$ cat src/rtl/yags_pkg.sv
package yags_pkg;

    localparam int CHOICE_ENTRIES = 1024;
    localparam int CHOICE_IDX_W   = $clog2(CHOICE_ENTRIES);
    localparam int CACHE_ENTRIES  = 256;
    localparam int CACHE_IDX_W    = $clog2(CACHE_ENTRIES);
    localparam int CLEAR_ENTRIES  = (CHOICE_ENTRIES > CACHE_ENTRIES) ?
                                    CHOICE_ENTRIES : CACHE_ENTRIES;
    localparam int CLEAR_CNT_W    = $clog2(CLEAR_ENTRIES);

    localparam int TAG_W          = 8;
    localparam int CTR_W          = 2;
    localparam int CACHE_ENTRY_W  = TAG_W + CTR_W;
    localparam int HIST_W         = 16;
    localparam int HLEN_W         = 5;
    localparam int TWIDTH_W       = 4;
    localparam int CMD_W          = 3;
    localparam int PC_W           = 32;
    localparam int CFG_IDX_W      = 2;
    localparam int CFG_DATA_W     = 5;
    localparam int SHIFT_W        = 6;

    localparam logic [CTR_W-1:0] CTR_WEAK_NT = 2'd1;
    localparam logic [CTR_W-1:0] CTR_WEAK_T  = 2'd2;

    localparam logic [HLEN_W-1:0]   HLEN_RESET   = 5'd8;
    localparam logic [HLEN_W-1:0]   HLEN_MAX     = 5'd16;
    localparam logic [TWIDTH_W-1:0] TWIDTH_RESET = 4'd8;
    localparam logic [TWIDTH_W-1:0] TWIDTH_MAX   = 4'd8;

    typedef enum logic [CMD_W-1:0] {
        CMD_LOOKUP  = 3'd0,
        CMD_SPEC    = 3'd1,
        CMD_TRAIN   = 3'd2,
        CMD_RECOVER = 3'd3,
        CMD_FLUSH   = 3'd4
    } cmd_t;

    typedef enum logic [CFG_IDX_W-1:0] {
        CFG_HIST_LEN  = 2'd0,
        CFG_XOR_MODE  = 2'd1,
        CFG_TAG_WIDTH = 2'd2
    } cfg_idx_t;

    typedef struct packed {
        logic clear_en;
        logic capture;
        logic read_en;
        logic commit;
    } ctrl_cmd_t;

    typedef struct packed {
        logic clear_last;
        logic out_free;
    } dp_status_t;

    function automatic logic [CTR_W-1:0] ctr_train(input logic [CTR_W-1:0] c,
                                                   input logic taken);
        logic [CTR_W-1:0] r;
        if (taken) begin
            r = (c == '1) ? c : c + 1'b1;
        end else begin
            r = (c == '0) ? c : c - 1'b1;
        end
        return r;
    endfunction

endpackage

$ cat src/rtl/yags_ctrl.sv
module yags_ctrl (
    input  logic                  aclk,
    input  logic                  aresetn,
    input  logic                  s_valid,
    output logic                  s_ready,
    input  yags_pkg::dp_status_t  status,
    output yags_pkg::ctrl_cmd_t   cmd
);

    typedef enum logic [3:0] {
        ST_CLEAR = 4'b0001,
        ST_IDLE  = 4'b0010,
        ST_READ  = 4'b0100,
        ST_EXEC  = 4'b1000
    } state_t;

    state_t state_reg, state_next;

    always_ff @(posedge aclk) begin
        if (!aresetn) begin
            state_reg <= ST_CLEAR;
        end else begin
            state_reg <= state_next;
        end
    end

    always_comb begin
        state_next  = state_reg;
        s_ready     = 1'b0;
        cmd         = '0;
        case (state_reg)
            ST_CLEAR: begin
                cmd.clear_en = 1'b1;
                if (status.clear_last) begin
                    state_next = ST_IDLE;
                end
            end
            ST_IDLE: begin
                s_ready     = 1'b1;
                cmd.capture = s_valid;
                if (s_valid) begin
                    state_next = ST_READ;
                end
            end
            ST_READ: begin
                cmd.read_en = 1'b1;
                state_next  = ST_EXEC;
            end
            ST_EXEC: begin
                // hold until the output register can take the result
                if (status.out_free) begin
                    cmd.commit = 1'b1;
                    state_next = ST_IDLE;
                end
            end
            default: begin
                state_next = ST_CLEAR;
            end
        endcase
    end

endmodule

$ cat config.mk
export PLATFORM = sky130hd
export DESIGN_NAME = yags_ctrl
export DESIGN_NICKNAME = d
export VERILOG_FILES = /design/src/rtl/yags_pkg.sv /design/src/rtl/yags_ctrl.sv
export SDC_FILE = /design/constraint.sdc
export NUM_CORES = 1
export LEC_CHECK = 0
export BUFFER_PORTS_ARGS = -buffer_cell sky130_fd_sc_hd__buf_2
export CORE_AREA = 2 2 39 41
export CTS_CLUSTER_DIAMETER = 60
export CTS_CLUSTER_SIZE = 20
export DETAILED_ROUTE_END_ITERATION = 7
export DIE_AREA = 0 0 41 43
export PLACE_DENSITY = 0.44
export SYNTH_ARGS = -nofsm -noshare
export SYNTH_HDL_FRONTEND = slang
export SYNTH_SLANG_ARGS = --single-unit
$ cat constraint.sdc
create_clock -name aclk -period 1.55 [get_ports aclk]
set_input_delay 0.31 -clock aclk [delete_from_list [all_inputs] [get_ports aclk]]
set_output_delay 0.31 -clock aclk [all_outputs]
set_load 0.03 [all_outputs]
======== Word-level counts from Yosys, hierarchy flattened ========
Cells that the tools add are included.
storage, ports and cells
  bits of input ports ..................... 5
  register bits ........................... 4
  output and inout port bits .............. 5
operators by class
  reductions and logical operators ........ 1
  muxes and demuxes ....................... 10
  eq/ne operators ......................... 7
operators by type and width
  operator                                             number
  one-hot mux 4 bit (4 select lines)                   1
  2-to-1 mux 4 bit                                     3
  2-to-1 mux 1 bit                                     6
  inequality test 2 bit, second input constant         3
  equality test 4 x 1 -> 1 bit, second input constant  1
  equality test 4 x 2 -> 1 bit, second input constant  1
  equality test 4 x 3 -> 1 bit, second input constant  1
  equality test 4 bit, second input constant           1
  AND reduction 3 bit                                  1

======== Logic depth before layout (Yosys ltp) ========
Gate-level depths: netlist of run 1.
  depth in word-level cells ............... 3
  mapped depth ............................ 4

======== Worst setup path before layout of run 1 ========
No wires, ideal clock.
  path type ............................... flip-flop to output port
  start ................................... register state_reg[2]
  end ..................................... output port cmd[1] (netlist name)
  cell stages (with the launch flop) ...... 3
  required time ........................... 1.240 ns
  arrival time ............................ 1.635 ns
  slack ................................... -0.395 ns
  cells stage by stage .................... dfxtp_1 -> clkbuf_1 -> nor4b_1
RTL lines
  what                    RTL line         text
  start, declared         yags_ctrl.sv:17  state_t state_reg, state_next;
  start signal, assigned  yags_ctrl.sv:23  state_reg <= state_next;
  end, declared           yags_ctrl.sv:7   output yags_pkg::ctrl_cmd_t cmd

==> run summary, run 1 <==
Status = complete, no violations
Share of layout cells above drive strength 1 = 69.0%
Starting Density = 19.2%
Min Tclk post-route = 1.53 ns
Largest net degree at the start of global routing = 8
Internal power component = 0.000225 W
Gpl congestion = 0.714
Sequential fraction of design power = 37.3%
Die W = 41 um
Filler Cells Inserted = 151
Clock transition at path regs = 0.04 ns
Cells after synthesis = 28
Cell Area, Synth = 265 sq um
Combinational share of power = 19.0%
Via count = 267
Die Span Y = 43 um
Mean Syn Cell Area = 9.47 sq um
Sw power = 0.0000876 W
Worst ir drop on vdd = 252 uV
TritonRoute pass-1 iters = 3
Overall global routing resource usage = 11.1%
CTS Buf Count = 3
Area leader, netlist = dfxtp_1
Synth area leaders = dfxtp_1 30%, nor4b_1 9.9%, a311oi_2 5.7%
Final ANT Viol Nets = 0
Power Density = 698 nW/um^2
Final core occ = 32.4%
Site row count = 14
Sequential fraction of the synthesis area = 30.2%
Max frequency = 654 MHz
Max cap viols = 0
CP arrival = 1.22 ns
Syn Nets = 33
Final Hold Fails = 0
IO buf count = 9
CTS sink count = 4
Diode count = 0
Worst rel slew slack = 84.7%
RR Startpoint = state_reg[0]$_SDFFE_PN1P_
Leakage = 0.184 nW
Clock power frac = 43.7%
Residual DRC count = 0
CP startpoint kind = register
Setup Skew = 0.00524 ns
Vias in the first global route = 301
Area Growth Syn to Fin = 68.9%
Yosys cell types = 20
Global-route wire length before repair = 1260 um
Crit path kind = reg -> out
Routed len/inst = 13.3 um
Final wirelength = 772 um
Clock latency on the worst-skew pair = 0.24 ns
Syn. warnings = 0
HPWL after DPL = 524 um
Final net count = 49
Top-area cell type share of the netlist area = 30.2%
Sw frac = 28.0%
Slew at the pin with the worst max-slew slack = 0.229 ns
DR iter-0 viols = 1
Slew Limit Fails = 0
HP Start = aresetn
Count of state elements after synthesis = 4
Grt ovf = 0
CTS tree = yes
I/O pin count = 10
CTS max path bufs = 2
Hold crit path type = in -> reg
Initial antenna violation count = 0
CP Capture Type = output port
CP startpoint = state_reg[3]$_SDFFE_PN0P_
Root buffer cell = clkbuf_4
H-tree levels = 1
CP Max Fanout = 5
Die Area = 1760 sq um
RSZ-0062 raised after global routing = yes
Placeable Area = 1380 sq um
Required @ worst endpoint = 1.24 ns
Largest register FFs = 4
Setup violators final = 0
Post-CTS Hold Fix Bufs = 0
Vias per inst = 4.60
Fin crit share = 98.6%
Power Total = 0.000313 W
-- final cells by class --
class | instances | area, sq um | area share [%]
inverters | 1 | 3.75 | 0.838
clock buffers | 3 | 22.5 | 5.03
flip-flops and latches | 4 | 92.6 | 20.7
repair buffers | 15 | 108 | 24.0
multi-input cells | 19 | 201 | 45.0
well taps | 16 | 20.0 | 4.47
-- final timing paths --
check | end | slack (ns) | cells past startpoint
setup / recovery | cmd[1] | 0.02 | 3
hold reg to reg | state_reg[3]$_SDFFE_PN0P_ | 0.62 | 2
setup reg to reg | state_reg[1]$_SDFFE_PN0P_ | 0.32 | 2
hold / removal | state_reg[0]$_SDFFE_PN1P_ | 0.29 | 2
-- worst max-delay path, cell delays in order (launching register included) --
cell and delay, ns:
dfxtp_4 0.36, buf_4 0.16, nor4b_2 0.25, buf_4 0.20
-- synthesized netlist by cell type --
cell / number
xnor2_1: 1
and3_1: 1
buf_2: 1
dfxtp_1: 4
nor3_1: 1
and2_1: 2
nor4b_2: 1
nor4_1: 1
nor4b_1: 3
nand4bb_1: 1
clkbuf_1: 1
buf_6: 1
nor2_1: 3
buf_4: 1
a311oi_2: 1
o31ai_1: 1
or4b_4: 1
mux2i_1: 1
inv_1: 1
nand3_1: 1
-- stage by stage --
stage	cell area, sq um	cells	setup WS [ns]	TNS, ns	hold slack [ns]
after floorplan	299	28	-0.0248	-0.0248	0.381
after global placement	357	53	0.129	0	0.526
after detailed placement	357	53	0.103	0	0.519
after CTS	394	56	0.00466	0	0.277
after global routing	448	58	-0.0299	-0.0330	0.295
final	448	58	0.0218	0	0.286
-- routing by layer --
layer	share of wire, %	GRT usage (%)
met5	0	0
met1	35	11.0
met4	2.7	12.0
met3	2.8	1.57
met2	59	17.2
-- cells by family (layout without fill, tap and decap cells) --
logic type / after synthesis / count (layout) / share of synthesized area (%)
simple gates: 15 / 15 / 42.4
buf+inv: 5 / 19 / 11.8
flops: 4 / 4 / 30.2
compound gates: 2 / 2 / 8.49
xor+xnor: 1 / 1 / 3.30
mux: 1 / 1 / 3.77
-- power by group through the flow --
stage	Sequential, W	Clock [W]	Combinational, W
global route	0.000117	0.000142	0.0000649
CTS	0.000118	0.000140	0.0000508
finish	0.000117	0.000137	0.0000595
floorplan	0.000110	0	0.0000425
global placement	0.000118	0	0.0000501
detailed placement	0.000118	0	0.0000500
-- what timing repair did --
item,4_1_cts,5_1_grt
setup endpoints to repair,4,4
cloned,0,0
pin swaps,1,4
buffers inserted,0,2
gates resized for setup,6,12
-- placed cells by master (no fill, tap or decap), types with 2 or more instances in the layout --
cell      synthesis  layout
clkbuf_4          0       3
buf_6             1       2
nor2_1            3       3
buf_2             1       5
nor4b_4           0       3
dfxtp_4           0       3
buf_4             1       8
(Power assumes the default switching activity.)
==> inputs of run 2 (changes only) <==
--- a/config.mk
+++ b/config.mk
@@ -12,6 +12,7 @@
 export DETAILED_ROUTE_END_ITERATION = 7
 export DIE_AREA = 0 0 41 43
 export PLACE_DENSITY = 0.44
+export SETUP_SLACK_MARGIN = 0.05
 export SYNTH_ARGS = -nofsm -noshare
 export SYNTH_HDL_FRONTEND = slang
 export SYNTH_SLANG_ARGS = --single-unit
==> run 2 against run 1 <==
Against the previous run:
- sequential power is essentially flat
- hold slack gained 0.0033 ns
- via count grew 3.0%
- power grew 1.3%
- worst setup slack gained 0.0054 ns
- first-iteration DRC count grew to 3.0 times the previous value
- routed wire length grew 7.1%
- critical path depth is the same
- die area is the same
- critical path type unchanged
- highest routed layer unchanged
==> run summary, run 2 (same netlist as run 1, synthesis figures left out) <==
RR Startpoint = state_reg[0]$_SDFFE_PN1P_
Crit path max-delay family = flip-flops
Hold endpoint = state_reg[0]$_SDFFE_PN1P_
CP bufs+invs = 2 (unchanged)
Min Tclk post-route = 1.52 ns (-0.00538 ns)
Routed len/inst = 14.3 um (+7.1%)
CTS sink count = 4 (unchanged)
Global-route wire length before repair = 1300 um (+3.3%)
CP dominant cell by count = buf_4
Worst Hold Depth = 2 (unchanged)
Crit path kind = reg -> out
Commonest non-fill, non-tap cell in the layout = buf_4
Slowest library cell on the worst path = dfxtp_4
Combinational share of power = 21.0% (+2.0 points)
Final wirelength = 827 um (+7.1%)
Post-Route Setup TNS = 0 ns (unchanged)
Clock power frac = 42.2% (-1.5 points)
Vias per inst = 4.74 (+3.0%)
Hold WS = 0.289 ns (+0.00326 ns)
CP startpoint kind = register
CP arrival = 1.21 ns (about the same)
DR iter-0 viols = 3 (+2)
Worst path max stage delay = 0.36 ns (about the same)
CP Max Fanout = 5 (unchanged)
Diode count = 0 (unchanged)
Worst ir drop on vdd = 213 uV (-15%)
I/O pin count = 10 (unchanged)
Required @ worst endpoint = 1.24 ns (about the same)
Overall global routing resource usage = 11.8% (+0.70 points)
Fin crit share = 98.2% (-0.35 points)
Max cap viols = 0 (unchanged)
Gpl congestion = 0.714 (unchanged)
TritonRoute pass-1 iters = 2 (-1)
Initial antenna violation count = 0 (unchanged)
Clock transition at path regs = 0.04 ns (about the same)
HP Start = aresetn
Sequential fraction of design power = 36.7% (-0.6 points)
Final net count = 49 (unchanged)
H-tree levels = 1 (unchanged)
Final ANT Viol Nets = 0 (unchanged)
Root buffer cell = clkbuf_4
Die Span Y = 43 um (unchanged)
Site row count = 14 (unchanged)
Vias in the first global route = 313 (+4.0%)
Max frequency = 657 MHz (+0.35%)
Largest register FFs = 4 (unchanged)
Reg2Reg Depth = 2 (unchanged)
Internal power component = 0.000228 W (+1.6%)
Final Hold Fails = 0 (unchanged)
Largest net degree at the start of global routing = 7 (-1)
Sw power = 0.0000880 W (+0.46%)
Worst rel slew slack = 84.4% (-0.28 points)
Via count = 275 (+3.0%)
CP Capture Type = output port
CTS tree = yes
CTS max path bufs = 2 (unchanged)
Die Area = 1760 sq um (unchanged)
Leakage = 0.187 nW (+1.5%)
Status = complete, no violations
Grt ovf = 0 (unchanged)
Cell Chain, Critical Path = buf_4 -> nor4b_2 -> buf_4
Sw frac = 27.8% (-0.23 points)
IO buf count = 9 (unchanged)
Setup violators final = 0 (unchanged)
Most frequent cells in the layout = 6 x buf_4, 5 x buf_2, 4 x buf_6
Power Density = 691 nW/um^2 (-0.94%)
Area Growth Syn to Fin = 72.6%
HPWL after DPL = 524 um (unchanged)
Placeable Area = 1380 sq um (unchanged)
Hold crit path type = in -> reg
Slew at the pin with the worst max-slew slack = 0.233 ns (+0.00420 ns)
R2r endpoint = state_reg[1]$_SDFFE_PN0P_
Share of layout cells above drive strength 1 = 71.4% (+2.4 points)
Clock latency on the worst-skew pair = 0.24 ns (about the same)
Starting Density = 19.2% (unchanged)
RSZ-0062 raised after global routing = yes
Residual DRC count = 0 (unchanged)
Flop-to-flop setup slack = 0.32 ns (about the same)
Slew Limit Fails = 0 (unchanged)
Setup Skew = 0.00475 ns (-0.000483 ns)
CTS Buf Count = 3 (unchanged)
Die W = 41 um (unchanged)
[run 2: cell counts in the layout (fill, tap and decap cells not counted)]
Identical to the previous run, type by type.
[run 2: repair_timing]
action                     CTS  global route
pin swaps                    3             3
setup endpoints to repair    5             5
hold buffers                 0             0
resized for setup           13             6
setup buffers                2             0
hold endpoints to repair     0             0
[run 2: routing by layer]
layer / share of wire, % / vias up / GRT usage (%)
li1: - / 132 / -
met1: 36 / 136 / 10.3
met2: 61 / 5 / 20.0
met3: 1.9 / 2 / 1.57
met4: 0.85 / 0 / 12.0
met5: 0 / - / 0
[run 2: layout make-up]
| cell class | count | area (sq um) |
|---|---|---|
| repair buffers | 15 | 115 |
| clock buffers | 3 | 22.5 |
| well taps | 16 | 20.0 |
| fillers | 148 | 926 |
| inverters | 1 | 3.75 |
| multi-input cells | 19 | 204 |
| flip-flops and latches | 4 | 92.6 |
[run 2: worst max path at each step]
stage	from	end	slack, ns	cells after the start
6_report	state_reg[3]$_SDFFE_PN0P_	cmd[1]	0.03	3
5_1_grt	state_reg[3]$_SDFFE_PN0P_	cmd[2]	-0.03	3
4_1_cts	state_reg[0]$_SDFFE_PN1P_	cmd[0]	0.03	3
3_5_place_dp	state_reg[3]$_SDFFE_PN0P_	cmd[0]	0.10	3
3_3_place_gp	state_reg[3]$_SDFFE_PN0P_	cmd[0]	0.13	3
2_1_floorplan	state_reg[2]$_SDFFE_PN0P_	cmd[2]	-0.02	3
[run 2: metrics by stage]
| stage | instance area, sq um | std cells | setup slack, ns | total power, W | utilization (%) |
|---|---|---|---|---|---|
| after global placement | 357 | 53 | 0.129 | 0.000168 | 25.8 |
| after floorplan | 299 | 28 | -0.0248 | 0.000153 | - |
| after global routing | 458 | 58 | -0.0300 | 0.000329 | 33.1 |
| after detailed placement | 357 | 53 | 0.103 | 0.000168 | 25.8 |
| after CTS | 429 | 58 | 0.0250 | 0.000313 | 31.0 |
| final | 458 | 58 | 0.0272 | 0.000317 | 33.1 |
[run 2: power by group through the flow]
| stage | Clock, W | Sequential, W | Combinational (W) |
|---|---|---|---|
| global placement | 0 | 0.000118 | 0.0000501 |
| CTS | 0.000140 | 0.000114 | 0.0000582 |
| detailed placement | 0 | 0.000118 | 0.0000500 |
| finish | 0.000134 | 0.000116 | 0.0000666 |
| global route | 0.000142 | 0.000116 | 0.0000710 |
| floorplan | 0 | 0.000110 | 0.0000425 |
==> inputs of run 3 (changes only) <==
--- a/config.mk
+++ b/config.mk
@@ -5,13 +5,16 @@
 export SDC_FILE = /design/constraint.sdc
 export NUM_CORES = 1
 export LEC_CHECK = 0
+export ABC_CLOCK_PERIOD_IN_PS = 1550
 export BUFFER_PORTS_ARGS = -buffer_cell sky130_fd_sc_hd__buf_2
+export CELL_PAD_IN_SITES_DETAIL_PLACEMENT = 0
+export CELL_PAD_IN_SITES_GLOBAL_PLACEMENT = 2
 export CORE_AREA = 2 2 39 41
 export CTS_CLUSTER_DIAMETER = 60
 export CTS_CLUSTER_SIZE = 20
 export DETAILED_ROUTE_END_ITERATION = 7
 export DIE_AREA = 0 0 41 43
-export PLACE_DENSITY = 0.44
+export PLACE_DENSITY = 0.64
 export SETUP_SLACK_MARGIN = 0.05
 export SYNTH_ARGS = -nofsm -noshare
 export SYNTH_HDL_FRONTEND = slang
==> run 3 against run 2 <==
Against the previous run:
- hold slack worse by 0.014 ns
- critical path depth unchanged
- worst setup slack better by 0.0055 ns
- utilization down 0.99 points
- sequential power about the same
- clock power about the same
- combinational power down 12%
- sequential cell count unchanged
- critical path type unchanged
- critical endpoint is now cmd[2]
==> run summary, run 3 (same netlist as run 1, synthesis figures left out) <==
I/O pin count = 10 (unchanged)
PnR worst setup slack = 0.0327 ns (+0.00552 ns)
Post-CTS Hold Fix Bufs = 0 (unchanged)
CP Capture Type = output port
Vias per inst = 4.61 (-2.7%)
Leakage = 0.170 nW (-9.1%)
DR iter-0 viols = 1 (-2)
Vias in the first global route = 285 (-8.9%)
Max cap viols = 0 (unchanged)
Worst rel slew slack = 83.3% (-1.1 points)
H-tree levels = 1 (unchanged)
Sw power = 0.0000826 W (-6.2%)
CTS tree = yes
HPWL after DPL = 550 um (+5.0%)
Worst path max stage delay = 0.34 ns (-0.02 ns)
Die Span Y = 43 um (unchanged)
Hold endpoint = state_reg[0]$_SDFFE_PN1P_
TritonRoute pass-1 iters = 2 (unchanged)
FF/Latch Area = 90.1 sq um (-2.7%)
Final net count = 48 (-2.0%)
Filler Cells Inserted = 149 (+0.68%)
Internal power component = 0.000221 W (-3.3%)
CP startpoint kind = register
Slew Limit Fails = 0 (unchanged)
Area used by multi-input combinational logic = 204 sq um (unchanged)
Final ANT Viol Nets = 0 (unchanged)
CTS sink count = 4 (unchanged)
CP Max Fanout = 3 (-2)
Cell Chain, Critical Path = nor4b_4 -> and2_4 -> buf_6
Status = complete, no violations
Site row count = 14 (unchanged)
Global-route wire length before repair = 1240 um (-4.8%)
Hold crit path type = in -> reg
Placeable Area = 1380 sq um (unchanged)
Sw frac = 27.2% (-0.60 points)
Reg2Reg Depth = 3 (+1)
Worst ir drop on vdd = 208 uV (-2.5%)
Min Tclk post-route = 1.52 ns (-0.00552 ns)
Final wirelength = 739 um (-11%)
Clock latency on the worst-skew pair = 0.24 ns (about the same)
Gpl congestion = 0.743 (+4.1%)
Place WS = 0.108 ns (+0.00461 ns)
IO buf count = 9 (unchanged)
Overall global routing resource usage = 11.0% (-0.75 points)
Via count = 263 (-4.4%)
CP bufs+invs = 1 (-1)
CTS max path bufs = 2 (unchanged)
Flop-to-flop setup slack = 0.15 ns (-0.17 ns)
Diode count = 0 (unchanged)
Most frequent cells in the layout = 6 x buf_4, 5 x buf_2
Share of layout cells above drive strength 1 = 70.7% (-0.70 points)
Initial antenna violation count = 0 (unchanged)
Fin crit share = 97.9% (-0.36 points)
Final core occ = 32.1% (-0.99 points)
Final Hold Fails = 0 (unchanged)
Required @ worst endpoint = 1.24 ns (about the same)
RSZ-0062 raised after global routing = yes
Combinational share of power = 19.3% (-1.7 points)
Slowest library cell on the worst path = dfxtp_2
Clock transition at path regs = 0.04 ns (about the same)
Crit path kind = reg -> out
CTS Buf Count = 3 (unchanged)
Clock power frac = 43.2% (+1.0 points)
Largest net degree at the start of global routing = 8 (+1)
Worst Hold Depth = 2 (unchanged)
R2r endpoint = state_reg[1]$_SDFFE_PN0P_
RR Startpoint = state_reg[0]$_SDFFE_PN1P_
Residual DRC count = 0 (unchanged)
Crit path max-delay family = simple AND/OR/NAND/NOR gates
Power Density = 683 nW/um^2 (-1.1%)
Routed len/inst = 13.0 um (-9.1%)
CP arrival = 1.21 ns (about the same)
Largest register FFs = 4 (unchanged)
Die W = 41 um (unchanged)
Area Growth Syn to Fin = 67.5%
Slew at the pin with the worst max-slew slack = 0.250 ns (+0.0171 ns)
Hold WS = 0.275 ns (-0.0140 ns)
Commonest non-fill, non-tap cell in the layout = buf_4
Setup Skew = 0.00365 ns (-0.00110 ns)
Root buffer cell = clkbuf_4
HP Start = aresetn
Grt ovf = 0 (unchanged)
Die Area = 1760 sq um (unchanged)
Starting Density = 19.2% (unchanged)
Setup violators final = 0 (unchanged)
Max frequency = 659 MHz (+0.36%)
Sequential fraction of design power = 37.5% (+0.8 points)
run 3: final cells by class:
type | count | area share, %
timing repair buffer | 14 | 23.4
inverter | 1 | 0.845
sequential | 4 | 20.3
tap | 16 | 4.51
multi-input combinational | 19 | 45.9
clock buffer | 3 | 5.07
run 3: power groups by stage:
| stage | Combinational, W | Sequential (W) | Clock, W |
|---|---|---|---|
| after floorplan | 0.0000425 | 0.000110 | 0 |
| after global placement | 0.0000534 | 0.000114 | 0 |
| after detailed placement | 0.0000540 | 0.000114 | 0 |
| after CTS | 0.0000574 | 0.000114 | 0.000134 |
| after global routing | 0.0000632 | 0.000115 | 0.000138 |
| final | 0.0000585 | 0.000114 | 0.000131 |
run 3: repair_timing:
| action | in CTS | in global routing |
|---|---|---|
| buffers inserted | 0 | 1 |
| resized for setup | 12 | 6 |
| hold endpoints to repair | 0 | 0 |
| setup endpoints to repair | 5 | 5 |
| pin swaps | 3 | 2 |
| cloned | 0 | 0 |
run 3: per-stage QoR:
stage | cells | power [W] | area, sq um | TNS (ns)
2_1_floorplan | 28 | 0.000153 | 299 | -0.0248
3_3_place_gp | 53 | 0.000168 | 357 | 0
3_5_place_dp | 53 | 0.000168 | 357 | 0
4_1_cts | 56 | 0.000306 | 417 | 0
5_1_grt | 57 | 0.000316 | 444 | -0.0341
6_report | 57 | 0.000303 | 444 | 0
run 3: worst max path at each step:
stage | from | endpoint | slack [ns] | cells after the start
finish | state_reg[0]$_SDFFE_PN1P_ | cmd[2] | 0.03 | 3
global route | state_reg[0]$_SDFFE_PN1P_ | cmd[2] | -0.02 | 3
detailed placement | state_reg[3]$_SDFFE_PN0P_ | cmd[0] | 0.11 | 3
CTS | state_reg[0]$_SDFFE_PN1P_ | cmd[2] | 0.02 | 3
global placement | state_reg[3]$_SDFFE_PN0P_ | cmd[0] | 0.15 | 3
floorplan | state_reg[2]$_SDFFE_PN0P_ | cmd[2] | -0.02 | 3
run 3: routing by layer:
metal	part of all wire, %	vias to the layer above	track usage, %
li1	-	129	-
met1	35	125	10.8
met2	59	5	18.1
met3	2.3	4	1.57
met4	3.9	0	10.0
met5	0	-	0
